`config.mk`:
```
export PLATFORM = sky130hd
export DESIGN_NAME = atcc_cell
export DESIGN_NICKNAME = d
export VERILOG_FILES = /design/src/sv/atcc_pkg.sv /design/src/sv/atcc_cell.sv
export SDC_FILE = /design/constraint.sdc
export NUM_CORES = 1
export LEC_CHECK = 0
export BUFFER_PORTS_ARGS = -buffer_cell sky130_fd_sc_hd__buf_2
export CAP_MARGIN = 30
export CELL_PAD_IN_SITES_DETAIL_PLACEMENT = 1
export CELL_PAD_IN_SITES_GLOBAL_PLACEMENT = 1
export CORE_AREA = 2 2 210 212
export DETAILED_ROUTE_END_ITERATION = 12
export DIE_AREA = 0 0 212 214
export PLACE_DENSITY_LB_ADDON = 0.1
export RECOVER_POWER = 25
export SLEW_MARGIN = 10
export SYNTH_ARGS = -nofsm -noshare
export SYNTH_HDL_FRONTEND = slang
export SYNTH_SLANG_ARGS = --single-unit
```
`constraint.sdc`:
```
create_clock -name clk -period 47.3 [get_ports clk]
set_input_delay 14.19 -clock clk [delete_from_list [all_inputs] [get_ports clk]]
set_output_delay 14.19 -clock clk [all_outputs]
set_load 0.1 [all_outputs]
```
`src/sv/atcc_pkg.sv`:
```
`default_nettype none

package atcc_pkg;

  // default sizes
  localparam int MAX_BOXES_DEF  = 64;
  localparam int COORD_BITS_DEF = 32;

  // cube edge register
  localparam int              CUBE_SIZE_W     = 31;
  localparam logic [30:0]     CUBE_SIZE_RESET = 31'd32768;

  // operation codes
  localparam logic [1:0] OP_VERTEX = 2'd0;
  localparam logic [1:0] OP_QUERY  = 2'd1;
  localparam logic [1:0] OP_CLEAR  = 2'd2;

  typedef enum logic {
    ST_IDLE,
    ST_QUERY
  } state_t;

  // query token handed from cell to cell
  typedef struct packed {
    logic valid;
    logic hit;
  } qctl_t;

  typedef struct packed {
    logic [1:0]         operation;
    logic               last_vertex;
    logic signed [31:0] coord_x;
    logic signed [31:0] coord_y;
    logic signed [31:0] coord_z;
  } in_t;

  typedef struct packed {
    logic       hit;
    logic [6:0] box_count;
    logic       table_full;
  } out_t;

endpackage

`default_nettype wire

```
`src/sv/atcc_cell.sv`:
```
`default_nettype none

module atcc_cell #(
  parameter int MAX_BOXES  = 64,
  parameter int COORD_BITS = 32,
  parameter int INDEX      = 0
) (
  input  wire                                        clk,
  input  wire                                        rst,
  input  wire  [$clog2(MAX_BOXES+1)-1:0]             stored,
  input  wire                                        wr_en,
  input  wire  [(MAX_BOXES > 1 ? $clog2(MAX_BOXES) : 1)-1:0] wr_index,
  input  wire  [3*COORD_BITS-1:0]                    wr_min,
  input  wire  [3*COORD_BITS-1:0]                    wr_max,
  input  wire  [3*((COORD_BITS > 32 ? COORD_BITS : 32)+1)-1:0] q_lo,
  input  wire  [3*((COORD_BITS > 32 ? COORD_BITS : 32)+1)-1:0] q_hi,
  input  atcc_pkg::qctl_t                            ctl_in,
  output atcc_pkg::qctl_t                            ctl_out
);
  import atcc_pkg::*;

  localparam int CB   = COORD_BITS;
  localparam int WW   = (COORD_BITS > 32 ? COORD_BITS : 32) + 1;
  localparam int CNTW = $clog2(MAX_BOXES + 1);
  localparam int IW   = (MAX_BOXES > 1) ? $clog2(MAX_BOXES) : 1;

  logic [3*CB-1:0]        box_min;
  logic [3*CB-1:0]        box_max;
  logic signed [WW-1:0]   mn [3];
  logic signed [WW-1:0]   mx [3];
  logic signed [WW-1:0]   lo [3];
  logic signed [WW-1:0]   hi [3];
  logic [2:0]             axis_ok;
  logic                   used;
  qctl_t                  ctl;

  // box storage for this slot
  always_ff @(posedge clk) begin
    if (wr_en && (wr_index == IW'(INDEX))) begin
      box_min <= wr_min;
      box_max <= wr_max;
    end
  end

  // per axis: low or high corner strictly between min and max
  for (genvar a = 0; a < 3; a++) begin : g_axis
    assign mn[a] = WW'(signed'(box_min[a*CB +: CB]));
    assign mx[a] = WW'(signed'(box_max[a*CB +: CB]));
    assign lo[a] = signed'(q_lo[a*WW +: WW]);
    assign hi[a] = signed'(q_hi[a*WW +: WW]);
    assign axis_ok[a] = ((lo[a] > mn[a]) && (lo[a] < mx[a])) ||
                        ((hi[a] > mn[a]) && (hi[a] < mx[a]));
  end

  assign used = CNTW'(INDEX) < stored;

  // pass the token on, folding in this slot's result
  always_ff @(posedge clk) begin
    if (rst) begin
      ctl <= '0;
    end else begin
      ctl.valid <= ctl_in.valid;
      ctl.hit   <= ctl_in.hit | (used & (&axis_ok));
    end
  end

  assign ctl_out = ctl;

endmodule

`default_nettype wire

```
Yosys cells after proc, flatten, opt, wreduce, memory -nomap -nowiden
Cells that the tools add are included.
{"block": "totals", "output_inout_bits": 2, "regBits": 194}
{"block": "op_classes", "n_bitwise": 2, "order_cmp": 13, "reduce_logical": 12}
{"op": "$gt 33x32->1", "n": 6}
{"op": "$lt 33x32->1", "n": 6}
{"op": "$logic_and 1x1->1", "n": 7}
{"op": "$lt 1x7->1 const A", "n": 1}
{"op": "$logic_not 6->1", "n": 1}
{"op": "$logic_or 1x1->1", "n": 3}
{"op": "$reduce_and 3->1", "n": 1}
{"op": "$and 1x1->1", "n": 1}
{"op": "$or 1x1->1", "n": 1}

Depth between registers and ports, before layout
Gate-level depths: netlist (run 1).
{"block": "logic_depth", "depth_word": 6, "ltp_mapped": 11, "mapped_depth_nobuf": 11}

Worst setup path after synthesis (run 1)
No wires, ideal clock.
{"block": "synth_timing", "path_kind": "input -> register", "startpoint": "input wr_index[4] (netlist bit)", "endpoint": "register box_max[0], enable pin", "t_arrival_ns": 32.897, "setup_ns": 1.236, "setup_slack_ns": 13.167, "t_required_ns": 46.064, "stages": 2, "cell_sequence": "or4b_2 nor4_1"}
{"block": "synth_via", "elab_chain_cells": 2}
{"element": "from (decl)", "line": "atcc_cell.sv:12", "rtl": "input wire [(MAX_BOXES > 1 ? $clog2(MAX_BOXES) : 1)-1:0] wr_index,"}
{"element": "$logic_not 6->1", "line": "atcc_cell.sv:39", "rtl": "if (wr_en && (wr_index == IW'(INDEX))) begin"}
{"element": "$logic_and 1x1->1", "line": "atcc_cell.sv:39"}
{"element": "to (signal assigned)", "line": "atcc_cell.sv:41", "rtl": "box_max <= wr_max;"}
{"element": "to (decl)", "line": "atcc_cell.sv:28", "rtl": "logic [3*CB-1:0] box_max;"}
No other way between the ends.
A chain may end at the register's enable or synchronous reset.

Worst setup path in the final report (run 1)
{"block": "layout_timing", "startpoint": "input q_lo[3] (netlist bit)", "endpoint": "register ctl (netlist bit ctl_out[0])"}
{"block": "layout_via", "elab_chain_cells": 6, "elab_cells_between_ends": 7, "classes_between": "order compare: 2; bitwise: 2; reduce/logical: 3"}
{"element": "from (decl)", "line": "atcc_cell.sv:15", "rtl": "input wire [3*((COORD_BITS > 32 ? COORD_BITS : 32)+1)-1:0] q_lo,"}
{"element": "$gt 33x32->1 / $lt 33x32->1 (equally long branches)", "line": "atcc_cell.sv:51", "rtl": "assign axis_ok[a] = ((lo[a] > mn[a]) && (lo[a] < mx[a])) ||"}
{"element": "$logic_and 1x1->1 *", "line": "atcc_cell.sv:51"}
{"element": "$logic_or 1x1->1 *", "line": "atcc_cell.sv:51"}
{"element": "$reduce_and 3->1 *", "line": "atcc_cell.sv:63", "rtl": "ctl.hit <= ctl_in.hit | (used & (&axis_ok));"}
{"element": "$and 1x1->1 *", "line": "atcc_cell.sv:63"}
{"element": "$or 1x1->1 *", "line": "atcc_cell.sv:63"}
{"element": "to (decl)", "line": "atcc_cell.sv:35", "rtl": "qctl_t ctl;"}
Mark *: on every way between the ends. The rest lies on a longest branch, timed or not.

==> results.json, run 1 <==
{
  "status": "completed",
  "async_flop_share_pct": 0,
  "worstMarginPinSlew_ps": 1140,
  "cts_buffers": 17,
  "fp.dieH_um": 214,
  "ys_seq_area_share_pct": 38.8,
  "cts_tree": "built",
  "power.leakage_nw": 9.00,
  "top_layer": "met5",
  "synth_area_leaders": "edfxtp_1, ha_1, inv_1",
  "grt_overflow_total": 0,
  "drt_wl_total_um": 48700,
  "ys_ff_latch": 194,
  "power.net_switching_mw": 0.108,
  "drt_iter0_markers": 472,
  "n_fill_cell": 4924,
  "clk_latency_ps": 500,
  "cts.clk_slew.worst_paths_ps": 80,
  "core_area_um2": 42900,
  "htree_levels": 4,
  "drtPass1Iterations": 4,
  "p_sw_share_pct": 27.2,
  "setup_viol": 0,
  "period_minus_slack_ps": 16470,
  "vias": 12455,
  "cp_max_fo": 3,
  "seq_power_share_pct": 48.1,
  "power_density_nw_per_um2": 21.6,
  "clk_path_buf_depth": 2,
  "wl_per_cell_um": 19.8,
  "grt_pass1_vias": 13600,
  "skew_ps": 7.30,
  "hold_buffers": 0,
  "synth_common_cells": "ha_1, inv_1, edfxtp_1, a21oi_1, nand2_1",
  "drv_cap": 0,
  "total_power_mw": 0.396,
  "layout.cells.non_filler": 2454,
  "synthToLayoutAreaGrowth_pct": 22.6,
  "layout.nets": 2630,
  "critPathCaptureType": "register",
  "die_w_um": 212,
  "synth_top_area_share_pct": 38.5,
  "rows": 76,
  "vdd_drop_max_mv": 0.0172,
  "placement.io_buffers": 409,
  "io_pins": 410,
  "hold_path.class": "register to register",
  "hold_viol": 0,
  "p_int_mw": 0.288,
  "rsz0062_at_grt": "no",
  "track_usage_pct": 21.9,
  "antenna_left": 0,
  "synth_ff_type": "edfxtp_1",
  "critical_path.slowest_cell": "nor4_1",
  "critical_path_arrival_ps": 16900,
  "maxSlewViolCount": 0,
  "startpoint_type": "primary input",
  "antenna_found_initial": 40,
  "pwr-share-comb_pct": 16.5,
  "cts.sinks": 194,
  "worstSetupPathType": "primary input to register",
  "crit_chain": "buf_2, ha_1, nand3_1, a21boi_0, o31a_1, nor3_1, nor4_1, mux2_2, o31ai_1, a21oi_1, a211oi_2",
  "drt-met1-wl_um": 20300,
  "dr_wl_met2_um": 23800,
  "start_util_pct": 34.9,
  "synth_most_common_cell": "ha_1",
  "setup_tns_ps": 0,
  "avgSynthCellArea_um2": 10.7,
  "post_cts_buffers": 0,
  "synth_fp_nets": 2201,
  "grt_max_degree": 193,
  "synth_cells": 1403,
  "yosysUniqueCellTypes": 50,
  "period_share_pct": 34.8,
  "ys_warn_count": 0,
  "globalplace.congestion": 0.893,
  "drive_gt1_share_pct": 24.2,
  "yosysTopAreaCell": "edfxtp_1",
  "synth_enable_flop_cells": 192,
  "slew_headroom_pct": 24.0,
  "cts-root-buf": "clkbuf_16",
  "pwr-share-clk_pct": 35.4,
  "routed_via_density": 5.08,
  "dpl.hpwl_um": 42200,
  "grt_pass1_wl_um": 74400,
  "synth_area_um2": 15000,
  "cp.required_ps": 47720,
  "fmax_mhz": 60.7,
  "dieArea_um2": 45400,
  "dp_slack_ps": 30250,
  "cts_resized": 0,
  "met3_length_um": 2870,
  "dp.cells": 2398,
  "setup_slack_ps": 30830,
  "remaining_drc_errors": 0,
  "max_stage_delay_ps": 540
}
-- final timing paths --
| check | slack (ps) | startpoint | end | cells past startpoint |
|---|---|---|---|---|
| max | 30830 | q_lo[3] | ctl_out[0] | 11 |
| min | 960 | box_min[64] | ctl_out[0] | 5 |
| max reg2reg | 44230 | box_max[3] | ctl_out[0] | 11 |
| min reg2reg | 960 | box_min[64] | ctl_out[0] | 5 |
-- power by group through the flow --
stage	Combinational (mW)	Clock, mW	Sequential, mW
after floorplan	0.0306	0	0.196
after global placement	0.0632	0	0.194
after detailed placement	0.0655	0	0.194
after CTS	0.0661	0.146	0.190
after global routing	0.0747	0.152	0.190
final	0.0652	0.140	0.190
-- critical path, delay by kind of cell --
kind / cells / cell delay [ps]
adders and majority gates: 1 / 330
AOI/OAI and AO/OA: 5 / 1200
and+or+nand+nor: 3 / 670
buffers and inverters: 1 / 120
muxes: 1 / 400
-- layout make-up --
type	count	area [um^2]	share of cell area (%)
timing repair buffer	410	2070	11.3
tap	585	732	3.99
clock buffer	21	440	2.40
antenna	24	60.1	0.327
multi-input combinational	1008	8410	45.8
clock inverter	11	80.1	0.437
inverter	201	754	4.11
sequential	194	5810	31.6
-- kinds of logic (layout without fill, tap and decap cells) --
logic type,after synthesis,in the layout,share of synthesized area [%]
buffers and inverters,201,643,5.04
other,0,24,0
AOI/OAI and AO/OA,330,330,13.6
muxes,2,2,0.151
and+or+nand+nor,282,282,9.54
adders and majority gates,390,390,32.6
DFF,194,194,38.8
xor gates and xnor gates,4,4,0.234
-- per-stage QoR --
stage	hold slack [ps]	util (%)	cell area (um^2)
3_3_place_gp	936	41.4	17800
3_5_place_dp	952	41.4	17800
4_1_cts	987	42.6	18300
5_1_grt	1060	42.7	18300
2_1_floorplan	772	-	15000
6_report	957	42.8	18300
-- per-layer routing --
metal  track usage, %  up-vias
li1                 -     6183
met1             25.3     5834
met2             37.2      303
met3             6.60      101
met4             9.79       34
met5                0        -
-- state kept, by name (all words and copies together) (netlist names) --
signal and count:
box_max 96, box_min 96, ctl_out 2
-- layout by cell type, fill, tap and decap left out, types with 34 or more instances in the layout --
cell      synthesis  layout
nor2_1           41      41
ha_1            390     390
nand2_1          83      83
a21oi_1         146     146
buf_2             0     409
inv_1           201     201
nand3_1          34      34
o21ai_0          49      49
a21o_1           56      56
edfxtp_1        192     192
nand4_1          64      64
(Power assumes the default switching activity.)
==> inputs of run 2 (changes only) <==
--- a/config.mk
+++ b/config.mk
@@ -5,13 +5,14 @@
 export SDC_FILE = /design/constraint.sdc
 export NUM_CORES = 1
 export LEC_CHECK = 0
+export ABC_AREA = 1
 export BUFFER_PORTS_ARGS = -buffer_cell sky130_fd_sc_hd__buf_2
 export CAP_MARGIN = 30
 export CELL_PAD_IN_SITES_DETAIL_PLACEMENT = 1
 export CELL_PAD_IN_SITES_GLOBAL_PLACEMENT = 1
-export CORE_AREA = 2 2 210 212
+export CORE_AREA = 2 2 218 220
 export DETAILED_ROUTE_END_ITERATION = 12
-export DIE_AREA = 0 0 212 214
+export DIE_AREA = 0 0 220 222
 export PLACE_DENSITY_LB_ADDON = 0.1
 export RECOVER_POWER = 25
 export SLEW_MARGIN = 10
==> constraint.sdc (replaced) <==
create_clock -name clk -period 17.2 [get_ports clk]
set_input_delay 5.16 -clock clk [delete_from_list [all_inputs] [get_ports clk]]
set_output_delay 5.16 -clock clk [all_outputs]
set_load 0.1 [all_outputs]
==> run 2 against run 1 <==
Area after synthesis is 7.9% higher. Die area is 7.7% higher. Combinational power grew to 3.0 times the previous value. Cell area is 7.0% higher. Highest routed layer unchanged. Critical path type unchanged. Final cell count is 20% higher. Largest power group unchanged.
==> results.json, run 2 <==
{
  "status": "completed",
  "p_int_mw": 0.826,
  "dieArea_um2": 48800,
  "dpl.hpwl_um": 44600,
  "worst-path-buf-inv": 3,
  "cts.sinks": 194,
  "startpoint_type": "primary input",
  "synth_enable_flop_cells": 192,
  "io_pins": 410,
  "synth_cells": 1893,
  "cts.clk_slew.worst_paths_ps": 80,
  "grt_overflow_total": 0,
  "track_usage_pct": 21.2,
  "routed_via_density": 4.70,
  "core_area_um2": 46300,
  "power_density_nw_per_um2": 58.2,
  "cts_resized": 0,
  "ys_ff_latch": 194,
  "drt_iter0_markers": 441,
  "rsz0062_at_grt": "no",
  "die_w_um": 220,
  "path_depth": 6,
  "grt_max_degree": 73,
  "final_cell_mix": "nand2_1, buf_2, ha_1",
  "yosysTopAreaCell": "edfxtp_1",
  "pwr-share-clk_pct": 37.3,
  "placement.io_buffers": 409,
  "drt_wl_total_um": 50700,
  "synth_fp_nets": 2691,
  "critPathCaptureType": "register",
  "globalplace.congestion": 0.840,
  "hold_viol": 0,
  "hold_path_depth": 11,
  "worstSetupPathType": "primary input to register",
  "cts_buffers": 17,
  "cts-root-buf": "clkbuf_16",
  "hold_buffers": 0,
  "cts_tree": "built",
  "hold_path.class": "register to register",
  "power.leakage_nw": 10.3,
  "ys_seq_area_share_pct": 36.0,
  "vdd_drop_max_mv": 0.0681,
  "skew_ps": 8.23,
  "worstRegToRegCells": 16,
  "period_share_pct": 40.8,
  "pwr-share-comb_pct": 17.0,
  "worst_path_most_repeated_cell": "buf_4",
  "antenna_left": 0,
  "ys_warn_count": 0,
  "grt_pass1_vias": 15155,
  "cp_max_fo": 63,
  "setup_viol": 0,
  "clk_latency_ps": 500,
  "async_flop_share_pct": 0,
  "htree_levels": 4,
  "critical_path.slowest_cell": "buf_4",
  "antenna_found_initial": 10,
  "post_cts_buffers": 0,
  "fmax_mhz": 142,
  "drive_gt1_share_pct": 20.3,
  "p_sw_share_pct": 27.7,
  "setup_tns_ps": 0,
  "fp.dieH_um": 222,
  "wl_per_cell_um": 17.2,
  "remaining_drc_errors": 0,
  "power.net_switching_mw": 0.317,
  "final_common_cell": "nand2_1",
  "yosysUniqueCellTypes": 26,
  "max_stage_delay_ps": 730,
  "avgSynthCellArea_um2": 8.53,
  "period_minus_slack_ps": 7020,
  "layout.nets": 3123,
  "rows": 79,
  "synth_ff_type": "edfxtp_1",
  "synth_most_common_cell": "nand2_1",
  "vias": 13868,
  "maxSlewViolCount": 0,
  "synth_common_cells": "nand2_1, ha_1, inv_1, edfxtp_1, nor2_1",
  "synth_area_um2": 16100,
  "synth_area_leaders": "edfxtp_1, ha_1, nand2_1",
  "grt_pass1_wl_um": 78500,
  "hold_ws_ps": 1250,
  "seq_power_share_pct": 45.8,
  "cp.required_ps": 17330,
  "drv_cap": 0,
  "crit_chain": "buf_2, nor2_1, nand3b_1, nor4_4, buf_4, buf_4",
  "worstMarginPinSlew_ps": 871,
  "critical_path_arrival_ps": 7150,
  "start_util_pct": 34.9,
  "slew_headroom_pct": 41.9,
  "synth_top_area_share_pct": 35.7,
  "clk_path_buf_depth": 2,
  "crit_family": "buffers and inverters",
  "synthToLayoutAreaGrowth_pct": 21.6,
  "drtPass1Iterations": 5
}
## run 2: cell count changes in the layout (fill, tap and decap cells not counted), moves of 10 or more
cell | previous run | this run
diode_2 | 24 | 7
a211oi_1 | 16 | 0
nor2_1 | 41 | 164
nor3_1 | 18 | 5
nor2_2 | 0 | 13
nand4_1 | 64 | 9
nand2_2 | 0 | 10
o21ai_0 | 49 | 26
a21o_1 | 56 | 21
nand2_1 | 83 | 526
a21oi_1 | 146 | 163
inv_1 | 201 | 303
## run 2: per-stage QoR
step	cells	power [mW]	util [%]	setup slack [ps]	area, um^2
2_1_floorplan	1893	0.633	-	691	16200
3_3_place_gp	2912	0.720	41.1	9480	19000
3_5_place_dp	2912	0.729	41.1	9440	19000
4_1_cts	2944	1.16	42.4	10000	19600
5_1_grt	2948	1.21	42.4	9990	19600
6_report	2952	1.14	42.5	10180	19600
## run 2: cells by family (layout without fill, tap and decap cells)
| kind of cell | count (synthesis) | after routing | share of synthesized area [%] |
|---|---|---|---|
| buffers and inverters | 307 | 752 | 7.14 |
| other | 0 | 7 | 0 |
| adders and majority gates | 390 | 390 | 30.2 |
| DFF | 194 | 194 | 36.0 |
| and+or+nand+nor | 779 | 779 | 19.3 |
| AOI/OAI and AO/OA | 223 | 223 | 7.37 |
## run 2: worst paths after layout
kind	from	endpoint	slack, ps
max	wr_index[1]	box_max[74]	10180
min	box_max[31]	ctl_out[0]	1250
max reg2reg	box_max[74]	ctl_out[0]	14980
min reg2reg	box_max[31]	ctl_out[0]	1250
## run 2: metal layers
| metal | share of wire [%] | global-route usage, % | vias to the layer above | wire length, um |
|---|---|---|---|---|
| met5 | 0.13 | 0 | - | 65 |
| met4 | 2.1 | 6.58 | 12 | 1070 |
| met3 | 4.6 | 4.92 | 58 | 2340 |
| met2 | 51 | 38.1 | 254 | 25600 |
| met1 | 43 | 24.8 | 6374 | 21600 |
| li1 | - | - | 7170 | - |
## run 2: worst register-to-register path, cell delays in order, from the launching register on
cell and delay [ps]:
edfxtp_1 370, inv_1 90, ha_1 250, a21oi_1 170, o21ai_0 120, a21oi_1 220, nand2_1 170, nand2_1 120
nand2_1 60, nand2_1 60, nand2_1 60, nand2_1 60, nand2_1 80, nand2_1 100, nor2_1 60, nor2_1 90
nor2_1 40
## run 2: power groups by stage
stage	Clock (mW)	Sequential, mW	Combinational, mW
3_3_place_gp	0	0.534	0.186
6_report	0.426	0.523	0.194
3_5_place_dp	0	0.534	0.195
5_1_grt	0.458	0.523	0.225
4_1_cts	0.444	0.523	0.197
2_1_floorplan	0	0.537	0.0964
## run 2: layout make-up
cell class | instances | area, um^2
clock buffers | 17 | 425
clock inverters | 15 | 178
fillers | 5670 | 26600
inverters | 307 | 1150
repair buffers | 413 | 2100
well taps | 607 | 759
multi-input cells | 1392 | 9200
diodes | 7 | 17.5
flip-flops and latches | 194 | 5810
==> inputs of run 3 (changes only) <==
==> constraint.sdc (replaced) <==
create_clock -name clk -period 7 [get_ports clk]
set_input_delay 2.1 -clock clk [delete_from_list [all_inputs] [get_ports clk]]
set_output_delay 2.1 -clock clk [all_outputs]
set_load 0.1 [all_outputs]
==> run 3 against run 2 <==
Global-route usage increased by 0.19 points. Routed wire length is 1.5% higher. Utilization is 0.057 points higher. Critical path type unchanged. Critical endpoint is now ctl_out[0].
==> results.json, run 3 (synthesis gave the netlist of run 2 again) <==
{
  "critPathCaptureType": "register",
  "maxSlewViolCount": 0,
  "cts_tree": "built",
  "antenna_found_initial": 23,
  "seq_power_share_pct": 45.2,
  "final_area_um2": 19700,
  "htree_levels": 4,
  "worstMarginPinSlew_ps": 765,
  "cts-root-buf": "clkbuf_16",
  "final_cell_mix": "nand2_1, buf_2, ha_1",
  "grt_overflow_total": 0,
  "cp_max_fo": 3,
  "hold_ws_ps": 1300,
  "fp.dieH_um": 222,
  "io_pins": 410,
  "slew_headroom_pct": 48.6,
  "period_minus_slack_ps": 3600,
  "hold_path.class": "register to register",
  "core_area_um2": 46300,
  "dieArea_um2": 48800,
  "rsz0062_at_grt": "no",
  "power.net_switching_mw": 0.777,
  "die_w_um": 220,
  "placement.io_buffers": 409,
  "dp.cells": 2911,
  "wl_per_cell_um": 17.4,
  "post_cts_buffers": 0,
  "start_util_pct": 34.9,
  "n_fill_cell": 5639,
  "final_common_cell": "nand2_1",
  "pwr-share-comb_pct": 16.7,
  "grt_pass1_wl_um": 79100,
  "critical_path_arrival_ps": 4050,
  "status": "completed",
  "fin_util_pct": 42.5,
  "routed_via_density": 4.75,
  "grt_max_degree": 117,
  "cts.clk_slew.worst_paths_ps": 80,
  "dpl.hpwl_um": 45300,
  "drv_cap": 0,
  "layout.nets": 3121,
  "cts_buffers": 17,
  "cts.sinks": 194,
  "layout.cells.non_filler": 2955,
  "antenna_left": 0,
  "hold_viol": 0,
  "globalplace.congestion": 0.878,
  "hold_buffers": 0,
  "vdd_drop_max_mv": 0.165,
  "power.leakage_nw": 10.3,
  "fmax_mhz": 278,
  "drt_iter0_markers": 421,
  "track_usage_pct": 21.4,
  "drive_gt1_share_pct": 20.2,
  "vias": 14026,
  "grt_pass1_vias": 15227,
  "remaining_drc_errors": 0,
  "clk_latency_ps": 500,
  "p_int_mw": 2.06,
  "setup_viol": 0,
  "dpl-instance-area_um2": 19000,
  "startpoint_type": "primary input",
  "period_share_pct": 51.4,
  "reg2reg_slack_ps": 4700,
  "worstSetupPathType": "primary input to register",
  "drtPass1Iterations": 4,
  "power_density_nw_per_um2": 145,
  "pwr-share-clk_pct": 38.0,
  "synthToLayoutAreaGrowth_pct": 21.8,
  "clk_path_buf_depth": 2,
  "drt_wl_total_um": 51400,
  "p_sw_share_pct": 27.3,
  "skew_ps": 10.1,
  "cp.required_ps": 7450,
  "total_power_mw": 2.84,
  "cts_resized": 0,
  "rows": 79
}
[run 3: changes by cell type in the layout (fill, tap and decap cells not counted), sizes merged]
cell,delta
buf,-4
bufinv,+1
clkbuf,+2
clkinv,-3
clkinvlp,+1
diode,+5
inv,+1
[run 3: cell type report]
| cell class | count | area [um^2] | area share [%] |
|---|---|---|---|
| multi-input combinational | 1392 | 9210 | 46.8 |
| sequential | 194 | 5810 | 29.5 |
| timing repair buffer | 411 | 2080 | 10.6 |
| inverter | 307 | 1150 | 5.86 |
| tap | 607 | 759 | 3.86 |
| clock buffer | 17 | 425 | 2.16 |
| clock inverter | 15 | 196 | 0.999 |
| antenna | 12 | 30.0 | 0.153 |
[run 3: worst paths after layout]
| kind | start | end | cells after the start |
|---|---|---|---|
| worst max-delay path | q_hi[86] | ctl_out[0] | 18 |
| worst max register to register | box_max[31] | ctl_out[0] | 15 |
| worst min-delay path | box_max[63] | ctl_out[0] | 11 |
| worst min register to register | box_max[63] | ctl_out[0] | 11 |
[run 3: stage by stage]
stage	TNS, ps	setup slack [ps]
after floorplan	-345430	-1800
after global placement	0	2840
after detailed placement	0	2860
after CTS	0	3430
after global routing	0	3220
final	0	3400
[run 3: power groups by stage]
| stage | Sequential, mW | Clock [mW] | Combinational [mW] |
|---|---|---|---|
| global placement | 1.31 | 0 | 0.460 |
| global route | 1.29 | 1.15 | 0.552 |
| CTS | 1.29 | 1.12 | 0.485 |
| floorplan | 1.32 | 0 | 0.237 |
| detailed placement | 1.31 | 0 | 0.481 |
| finish | 1.29 | 1.08 | 0.476 |
[run 3: metal layers]
layer | track usage, % | vias to the layer above | part of all wire (%)
met3 | 4.50 | 82 | 4.8
li1 | - | 7172 | -
met4 | 9.11 | 22 | 3.0
met2 | 38.4 | 266 | 50
met1 | 24.4 | 6484 | 42
met5 | 0 | - | 0.28
[run 3: critical path, stage by stage]
cell     delay [ps]
buf_2           120
ha_1            310
nand2_1          60
nor2_1          230
nand2_1         140
nor2_2          110
nand3_1          90
nand2_1          80
nor2_1           50
nand2_1          60
nand2_1          40
nand2_1          70
nand2_1          50
nand2_1          80
nand2_1         140
nor2_1          170
nor2_1           50
nor2_1           70
